`src/bhc_pkg.sv`:
```
`default_nettype none

package bhc_pkg;

   localparam int BHC_MAX_BOUNDS = 7;
   localparam int BHC_REG_BOUNDS = 7;

   localparam logic ACT_OBSERVE  = 1'b0;
   localparam logic ACT_SNAPSHOT = 1'b1;

   localparam logic [2:0] CSR_ACTIVE_BOUNDS = 3'd0;
   localparam logic [2:0] CSR_BOUND_FIRST   = 3'd1;

   localparam logic [2:0] ACTIVE_BOUNDS_RESET = 3'd1;

   typedef struct packed {
      logic        action;
      logic [31:0] sample_value;
   } req_type;

   typedef struct packed {
      logic [2:0]  bucket_id;
      logic [31:0] bucket_total;
      logic [31:0] samples_seen;
      logic [63:0] sample_total;
      logic        last_bucket;
   } rsp_type;

   // sample moving down the cell row
   typedef struct packed {
      logic        valid;
      logic        placed;
      logic [31:0] sample;
   } tok_type;

   typedef struct packed {
      logic active;
      logic is_over;
      logic snap_load;
      logic snap_shift;
   } cell_ctrl_type;

endpackage

`default_nettype wire

```
`src/bhc_cell.sv`:
```
`default_nettype none

module bhc_cell
   import bhc_pkg::*;
(
   input  wire logic          clock,
   input  wire logic          reset,
   input  wire tok_type       prev_tok,
   input  wire logic [31:0]   bound,
   input  wire cell_ctrl_type ctrl,
   input  wire logic [31:0]   snap_from_next,
   output tok_type            next_tok,
   output logic [31:0]        snap_to_prev
);

   logic [31:0] cnt_ff, cnt_in;
   logic [31:0] snap_ff, snap_in;
   tok_type     tok_ff, tok_in;
   logic        hit;

   // claim the sample if no earlier cell took it
   assign hit = prev_tok.valid && !prev_tok.placed &&
                (ctrl.is_over || (ctrl.active && (bound >= prev_tok.sample)));

   always_comb begin
      cnt_in = hit ? cnt_ff + 32'd1 : cnt_ff;
      tok_in = prev_tok;
      tok_in.placed = prev_tok.placed | hit;
      if (ctrl.snap_load) begin
         snap_in = cnt_ff;
      end else if (ctrl.snap_shift) begin
         snap_in = snap_from_next;
      end else begin
         snap_in = snap_ff;
      end
   end

   always_ff @(posedge clock) begin
      if (reset) begin
         cnt_ff       <= '0;
         tok_ff.valid <= 1'b0;
      end else begin
         cnt_ff       <= cnt_in;
         tok_ff.valid <= tok_in.valid;
      end
      tok_ff.placed <= tok_in.placed;
      tok_ff.sample <= tok_in.sample;
      snap_ff       <= snap_in;
   end

   assign next_tok     = tok_ff;
   assign snap_to_prev = snap_ff;

endmodule

`default_nettype wire

```
`src/bucketed_histogram_counter_top.sv`:
```
// Bucketed histogram counter.
// Requests arrive on req_ (valid/stall) carrying an action and a sample.
// An observe request enters a row of MAX_BOUNDS+1 cells; the sample moves
// one cell per cycle and the first active cell whose bound is at least the
// sample (or the overflow cell, index min(active_bounds, MAX_BOUNDS)) bumps
// its counter. Observe requests are taken one per cycle while no snapshot is
// in progress and give no response. A snapshot request stalls the request
// side, waits until the row has drained, copies every counter into the
// snapshot chain and shifts it out on rsp_, one response per cycle, bucket
// 0 first; the overflow bucket's response has last_bucket set.
// A stalled response holds rsp_data and pauses the shift; new requests
// are taken again once the last response is loaded.
// csr_ writes (index, data) are always ready and must occur while idle.
// Synchronous reset clears counters, sum, count, bounds and sets
// active_bounds to 1.
`default_nettype none

module bucketed_histogram_counter_top
   import bhc_pkg::*;
#(
   parameter int MAX_BOUNDS = BHC_MAX_BOUNDS
) (
   input  wire logic        clock,
   input  wire logic        reset,
   input  wire logic        req_valid,
   output logic             req_stall,
   input  wire req_type     req_data,
   output logic             rsp_valid,
   input  wire logic        rsp_stall,
   output rsp_type          rsp_data,
   input  wire logic        csr_valid,
   output logic             csr_ready,
   input  wire logic [2:0]  csr_index,
   input  wire logic [31:0] csr_data
);

   localparam int CELLS = MAX_BOUNDS + 1;

   localparam logic [1:0] ST_IDLE  = 2'd0;
   localparam logic [1:0] ST_DRAIN = 2'd1;
   localparam logic [1:0] ST_SHIFT = 2'd2;

   // configuration
   logic [2:0]  active_ff;
   logic [31:0] bounds_ff [BHC_REG_BOUNDS];
   logic [2:0]  n_used;

   // control
   logic [1:0]  state_ff, state_in;
   logic [2:0]  rd_ff, rd_in;
   logic [31:0] count_ff, count_in;
   logic [63:0] sum_ff, sum_in;
   tok_type     tok_head_ff, tok_head_in;
   logic        rsp_valid_ff, rsp_valid_in;
   rsp_type     rsp_ff, rsp_in;

   logic        req_accept;
   logic        busy;
   logic        snap_load;
   logic        rsp_load;
   logic        rsp_is_last;

   tok_type     chain_tok [CELLS + 1];
   logic [31:0] snap_link [CELLS + 1];

   assign csr_ready = 1'b1;

   // hold out-of-range settings at the largest row the block has
   assign n_used = (active_ff > 3'(MAX_BOUNDS)) ? 3'(MAX_BOUNDS) : active_ff;

   always_ff @(posedge clock) begin
      if (reset) begin
         active_ff <= ACTIVE_BOUNDS_RESET;
         for (int k = 0; k < BHC_REG_BOUNDS; k++) begin
            bounds_ff[k] <= '0;
         end
      end else if (csr_valid && csr_ready) begin
         if (csr_index == CSR_ACTIVE_BOUNDS) begin
            active_ff <= csr_data[2:0];
         end else begin
            bounds_ff[csr_index - CSR_BOUND_FIRST] <= csr_data;
         end
      end
   end

   assign req_stall  = (state_ff != ST_IDLE);
   assign req_accept = req_valid && !req_stall;

   // any sample still travelling down the row
   always_comb begin
      busy = 1'b0;
      for (int k = 0; k <= CELLS; k++) begin
         busy = busy | chain_tok[k].valid;
      end
   end

   assign snap_load   = (state_ff == ST_DRAIN) && !busy;
   assign rsp_load    = (state_ff == ST_SHIFT) && (!rsp_valid_ff || !rsp_stall);
   assign rsp_is_last = (rd_ff == n_used);

   always_comb begin
      state_in    = state_ff;
      rd_in       = rd_ff;
      count_in    = count_ff;
      sum_in      = sum_ff;
      tok_head_in.valid  = req_accept && (req_data.action == ACT_OBSERVE);
      tok_head_in.placed = 1'b0;
      tok_head_in.sample = req_data.sample_value;

      // running totals advance as soon as the observe is taken
      if (tok_head_in.valid) begin
         count_in = count_ff + 32'd1;
         sum_in   = sum_ff + {32'd0, req_data.sample_value};
      end

      case (state_ff)
         ST_IDLE: begin
            if (req_accept && (req_data.action == ACT_SNAPSHOT)) begin
               state_in = ST_DRAIN;
            end
         end
         ST_DRAIN: begin
            if (!busy) begin
               state_in = ST_SHIFT;
               rd_in    = '0;
            end
         end
         ST_SHIFT: begin
            if (rsp_load) begin
               rd_in = rd_ff + 3'd1;
               if (rsp_is_last) begin
                  state_in = ST_IDLE;
               end
            end
         end
         default: begin
            state_in = ST_IDLE;
         end
      endcase

      rsp_valid_in = rsp_load || (rsp_valid_ff && rsp_stall);
      rsp_in       = rsp_ff;
      if (rsp_load) begin
         rsp_in.bucket_id    = rd_ff;
         rsp_in.bucket_total = snap_link[0];
         rsp_in.samples_seen = count_ff;
         rsp_in.sample_total = sum_ff;
         rsp_in.last_bucket  = rsp_is_last;
      end
   end

   always_ff @(posedge clock) begin
      if (reset) begin
         state_ff          <= ST_IDLE;
         rd_ff             <= '0;
         count_ff          <= '0;
         sum_ff            <= '0;
         tok_head_ff.valid <= 1'b0;
         rsp_valid_ff      <= 1'b0;
      end else begin
         state_ff          <= state_in;
         rd_ff             <= rd_in;
         count_ff          <= count_in;
         sum_ff            <= sum_in;
         tok_head_ff.valid <= tok_head_in.valid;
         rsp_valid_ff      <= rsp_valid_in;
      end
      tok_head_ff.placed <= tok_head_in.placed;
      tok_head_ff.sample <= tok_head_in.sample;
      rsp_ff             <= rsp_in;
   end

   assign chain_tok[0]     = tok_head_ff;
   assign snap_link[CELLS] = '0;

   // one cell per bucket; the final cell only ever serves as overflow
   for (genvar i = 0; i < CELLS; i++) begin : g_cell
      logic [31:0]   bound;
      cell_ctrl_type ctrl;

      if (i < MAX_BOUNDS) begin : g_bound
         assign bound = bounds_ff[i];
      end else begin : g_no_bound
         assign bound = '0;
      end

      assign ctrl.active     = (3'(i) < n_used);
      assign ctrl.is_over    = (3'(i) == n_used);
      assign ctrl.snap_load  = snap_load;
      assign ctrl.snap_shift = rsp_load;

      bhc_cell u_cell (
         .clock          (clock),
         .reset          (reset),
         .prev_tok       (chain_tok[i]),
         .bound          (bound),
         .ctrl           (ctrl),
         .snap_from_next (snap_link[i + 1]),
         .next_tok       (chain_tok[i + 1]),
         .snap_to_prev   (snap_link[i])
      );
   end

   assign rsp_valid = rsp_valid_ff;
   assign rsp_data  = rsp_ff;

`ifndef ASSERT_OFF
   a_snap_after_drain : assert property (@(posedge clock) disable iff (reset)
      (state_ff == ST_SHIFT) |-> !busy)
      else $error("sample still in the row during snapshot readout");

   a_rd_in_range : assert property (@(posedge clock) disable iff (reset)
      (state_ff == ST_SHIFT) |-> (rd_ff <= n_used))
      else $error("readout index past overflow bucket");

   a_last_ends : assert property (@(posedge clock) disable iff (reset)
      (rsp_load && rsp_is_last) |=> (state_ff == ST_IDLE))
      else $error("snapshot did not end after its last response");

   a_count_step : assert property (@(posedge clock) disable iff (reset)
      (req_accept && (req_data.action == ACT_OBSERVE))
         |=> (count_ff == $past(count_ff) + 32'd1))
      else $error("sample count did not advance on observe");
`endif

endmodule

`default_nettype wire
```
`config.mk`:
```
export PLATFORM = sky130hd
export DESIGN_NAME = bucketed_histogram_counter_top
export DESIGN_NICKNAME = d
export VERILOG_FILES = /design/src/bhc_pkg.sv /design/src/bhc_cell.sv /design/src/bucketed_histogram_counter_top.sv
export SDC_FILE = /design/constraint.sdc
export NUM_CORES = 2
export LEC_CHECK = 0
export BUFFER_PORTS_ARGS = -buffer_cell sky130_fd_sc_hd__buf_2
export CORE_ASPECT_RATIO = 0.5
export CORE_MARGIN = 2
export CORE_UTILIZATION = 50
export DETAILED_ROUTE_END_ITERATION = 6
export MAX_ROUTING_LAYER = met4
export PLACE_DENSITY = 0.69
export REMOVE_ABC_BUFFERS = 1
export SYNTH_ARGS = -nofsm -noshare
export SYNTH_HDL_FRONTEND = slang
export SYNTH_HIERARCHICAL = 1
export SYNTH_SLANG_ARGS = --single-unit
export TNS_END_PERCENT = 1
```
`constraint.sdc`:
```
create_clock -name clock -period 8.66 [get_ports clock]
set_input_delay 0.433 -clock clock [delete_from_list [all_inputs] [get_ports clock]]
set_output_delay 0.433 -clock clock [all_outputs]
set_load 0.005 [all_outputs]
```
# After elaboration in Yosys (flattened, before gate mapping)
# Memory sizes are Yosys's and may differ from the RTL's.
# Index checks and enable logic that the tools add are counted.
[op_classes]
n_addsub = 12
order_cmp = 17
n_eq_ne = 14
mux = 34
n_bitwise = 15
reduce_logical = 60
[ops]
columns = ["op", "n"]
rows = [
  ["32-bit two-way mux", 17],
  ["32-bit by 1-bit adder with 32-bit output (second input constant)", 9],
  ["32-bit >= comparator", 7],
  ["64-bit by 32-bit adder with 64-bit output", 1],
  ["1-bit by 32-bit >= comparator with 1-bit output (first input constant)", 1],
  ["32-bit OR reduction", 1],
  ["1-bit logical AND", 29],
  ["1-bit bitwise OR", 14],
  ["3-bit == test (first input constant)", 4],
  ["3-bit less-than comparator (first input constant)", 4],
  ["3-bit two-way mux", 4],
  ["1-bit logical NOT", 11],
  ["1-bit logical OR", 10],
  ["2-bit two-way mux", 4],
  ["2-bit inequality test (second input constant)", 4],
  ["1-bit two-way mux", 7],
  ["2-bit by 3-bit == test with 1-bit output (first input constant)", 2],
  ["3-bit logical NOT", 2],
  ["1-bit by 3-bit less-than comparator with 1-bit output (first input constant)", 2],
  ["2-bit by 3-bit less-than comparator with 1-bit output (first input constant)", 2],
  ["2-bit case mux with 3 select lines", 1],
  ["3-bit case mux with 2 select lines", 1],
  ["2-bit nonzero test", 3],
  ["4-bit AND reduction", 1],
  ["11 further kinds", 11],
]
[totals]
regBits = 1021
mem_bits_rw = 224
wordCells = 204
mem_count = 1
[mem_list]
columns = ["memory", "words", "width", "read_ports", "rd_ports_with_merged_regs", "write_ports", "line", "text"]
rows = [
  ["bounds_ff", 7, 32, 7, 0, 7, "bucketed_histogram_counter_top.sv:45", "logic [31:0] bounds_ff [BHC_REG_BOUNDS];"],
]

# Depth between registers and ports, before layout
[depth]
ltp_word = 11
mapped_depth = 12
ltp_nobuf = 10

# Modules after synthesis
# The synthesis kept the hierarchy.
[modules_own_cells]
columns = ["mod", "n_inst", "cells_each", "area_each_um2"]
rows = [
  ["bhc_cell", 8, 407, 4581.9],
  ["bucketed_histogram_counter_top", 1, 1548, 18889.4],
]

# Least setup slack after synthesis
# Ideal clock, no wire load.
[synth_path]
path_type = "register -> register"
start = "reg state_ff[0]"
end = "reg g_cell[0].u_cell.snap_ff[0], enable pin"
arrival_ns = 8.452
required_ns = 8.285
path_slack_ns = -0.167
stages_incl_launch_ff = 4
path_buffers = 0
synth_period_minus_slack_ns = 8.827
path_cell_list = "dfxtp_1 > nand2b_1 > a21oi_1 > or2_2"
[synth_lines]
columns = ["item", "line", "text"]
rows = [
  ["from (decl)", "bucketed_histogram_counter_top.sv:49", "logic [1:0] state_ff, state_in;"],
  ["from (signal assigned)", "bucketed_histogram_counter_top.sv:161", "state_ff <= state_in;"],
  ["to (signal assigned)", "bhc_cell.sv:48", "snap_ff <= snap_in;"],
  ["to (decl)", "bhc_cell.sv:17", "logic [31:0] snap_ff, snap_in;"],
]

==> metrics.md <==
| Metric | Value |
|---|---|
| Gp weighted congestion | `0.884` |
| Die outline height | `238 µm` |
| Logic pwr share | `0.073` |
| Initial Util | `0.507` |
| Final ANT Viol Nets | `0` |
| DR DRC count | `0` |
| Core ar. | `108,000 µm²` |
| Power Internal | `9.50 mW` |
| Slew headroom | `0.143` |
| Post-layout nets | `5,458` |
| Num ports | `208` |
| Initial antenna violation count | `4` |
| Sw frac | `0.234` |
| Crit path launch type | `flip-flop` |
| Worst hold slack | `about 0.042 ns` |
| Sequential power share | `0.528` |
| Max Transition Viols Final | `0` |
| Clock Sinks | `between 1,000 and 1,500` |
| CP cell instances | `nor4_1 -> nand3_1 -> nor3b_2 -> buf_12 -> buf_4 -> mux2_2` |
| Largest net degree at the start of global routing | `198` |
| Most frequent cells in the layout | `665 x dfxtp_1, 580 x edfxtp_1, 374 x inv_1, 367 x nor2_1, 314 x a21oi_1` |
| WS Path Type | `reg2reg` |
| Number of global-route vias before repair | `36,262` |
| Wire length per cell | `a little under 20 µm` |
| Final Cycle Share | `0.446` |
| Fillers | `8,807` |
| Worst R2R Start | `g_cell[2].u_cell/next_tok[33]` |
| Max VDD drop | `150 µV` |
| FF-to-FF setup slack | `4.80 ns` |
| Die ar. | `113,000 µm²` |
| F_max | `259 MHz` |
| Global-route wire length before repair | `199,000 µm` |
| GRT Overall Usage | `0.231` |
| Slowest-stage cell, CP | `nor3b_2` |
| Via/cell ratio | `5.65` |
| Cts bufs inserted | `approximately 110` |
| Area after DPL | `57,600 µm²` |
| Cell Pwr Density | `201 nW/µm²` |
| Row count | `85` |
| Worst reg-to-reg path cell count | `6` |
| Yosys Warn Count | `6` |
| Utilization after layout | `0.571` |
| Data arrival, critical path | `4.31 ns` |
| Slowest Stage Delay on Critical Path | `0.97 ns` |
| Hold Path End | `bounds_ff[6][18]` |
| Most common cell after layout, fill and taps aside | `dfxtp_1` |
| CTS tree | `yes` |
| Worst Hold Depth | `3` |
| Clock Latency Late Sink | `0.72 ns` |
| Port Buffers | `206` |
| Area delta synth->final | `12.6%` |
| Hold Path Class | `in2reg` |
| Mapped Avg Cell Area | `roughly 12 µm²` |
| Worst Max-Slew Pin Slew | `1.28 ns` |
| Peak fanout along the critical path | `126` |
| DRT Wirelength | `129,000 µm` |
| RSZ-0062 raised after global routing | `no` |
| Share of cells above drive strength 1 | `0.166` |
| Post_cts resized | `0` |
| Critical Path End Type | `flip-flop` |
| CTS max path bufs | `3` |
| Vias | `37,374` |
| Max_cap viols | `0` |
| P_sw | `2.90 mW` |
| Clock network fraction of total power | `0.398` |
| CP required | `9.10 ns` |
| Total gr overflow | `0` |
| Final setup viols | `0` |
| HP Start | `csr_data[18]` |
| Synthesized area | `54,900 µm²` |
| Status | `complete, no violations` |
| CTS H-tree depth | `3` |
| 1st-iter DRT viols | `3,114` |
| Final min period | `3.86 ns` |
| Mapped Cells | `roughly 4,800` |
| Root buf cell | `clkbuf_16` |
| Reg2reg end | `g_cell[1].u_cell/snap_to_prev[15]` |
| Drt pass-1 iters | `5` |
| Leak | `23.9 nW` |
| Fin. Hold Viols | `0` |
| Detailed placement HPWL | `92,900 µm` |
| Clk slew on worst S/H paths | `roughly 0.060 ns` |
| Chip width | `473 µm` |
| Post-Layout Inst Area | `61,800 µm²` |
| Clk_skew | `0.0344 ns` |
## sequential cells by signal (all words and copies together), names as in the netlist
signal / count
sum_ff: 64
g_cell.u_cell/cnt_ff: 256
state_ff: 2
rsp_data: 132
count_ff: 32
bounds_ff: 224
active_ff: 3
rsp_valid: 1
rd_ff: 3
chain_tok: 33
g_cell.u_cell/next_tok: 239
g_cell.u_cell/snap_to_prev: 256
## worst max-delay path: cells and delay by family (launching register included)
family,cells,cell delay (ns)
buffers and inverters,2,1.13
and+or+nand+nor,3,1.51
DFF,1,0.33
muxes,1,0.40
## metal layers
| metal | up-vias | GRT usage | part of all wire | wire length (µm) |
|---|---|---|---|---|
| met5 | - | - | 0 | 0 |
| met4 | 0 | 0.0704 | 0.028 | 3580 |
| met3 | 185 | 0.0397 | 0.057 | 7370 |
| li1 | 17943 | - | - | - |
| met1 | 18307 | 0.311 | 0.46 | 58600 |
| met2 | 939 | 0.358 | 0.46 | 59000 |
## final cells by class
type / count / area, µm² / area share
clock buffer: 136 / 2980 / 0.0483
tap: 1435 / 1800 / 0.0291
sequential: 1245 / 30700 / 0.497
antenna: 2 / 5.00 / 0.0000810
multi-input combinational: 3063 / 22400 / 0.362
clock inverter: 69 / 647 / 0.0105
inverter: 374 / 1400 / 0.0227
timing repair buffer: 292 / 1860 / 0.0301
## power groups by stage
stage	Sequential (mW)	Combinational (mW)	Clock (mW)
6_report	6.55	0.909	4.94
5_1_grt	6.57	1.01	5.28
4_1_cts	6.56	0.906	5.03
3_5_place_dp	6.69	0.876	0
3_3_place_gp	6.68	0.846	0
2_1_floorplan	6.64	0.649	0
## per-stage QoR
stage	worst slack [ns]	std cells	TNS [ns]	power, mW
final	4.80	6616	0	12.4
after global routing	4.58	6616	0	12.9
after CTS	4.84	6614	0	12.5
after detailed placement	4.79	6350	0	7.56
after global placement	4.89	6350	0	7.53
after floorplan	-13.33	4682	-6846.84	7.29
## worst max path at each step
stage | start | endpoint | slack [ns] | depth (start not counted)
4_1_cts | g_cell[3].u_cell/next_tok[33] | g_cell[3].u_cell/snap_to_prev[17] | 4.84 | 6
6_report | g_cell[2].u_cell/next_tok[33] | g_cell[1].u_cell/snap_to_prev[15] | 4.80 | 6
3_3_place_gp | csr_index[0] | bounds_ff[1][31] | 4.89 | 8
2_1_floorplan | g_cell[2].u_cell/next_tok[33] | g_cell[0].u_cell/snap_to_prev[0] | -13.33 | 4
3_5_place_dp | csr_index[0] | bounds_ff[1][26] | 4.79 | 8
5_1_grt | g_cell[3].u_cell/next_tok[33] | g_cell[3].u_cell/snap_to_prev[18] | 4.58 | 6
## timing repair
item | CTS | global route
buffers inserted | 0 | 0
endpoints found under the hold margin | 62 | 0
hold buffers | 59 | 0
No activity file was read; power rests on OpenSTA's default activity.
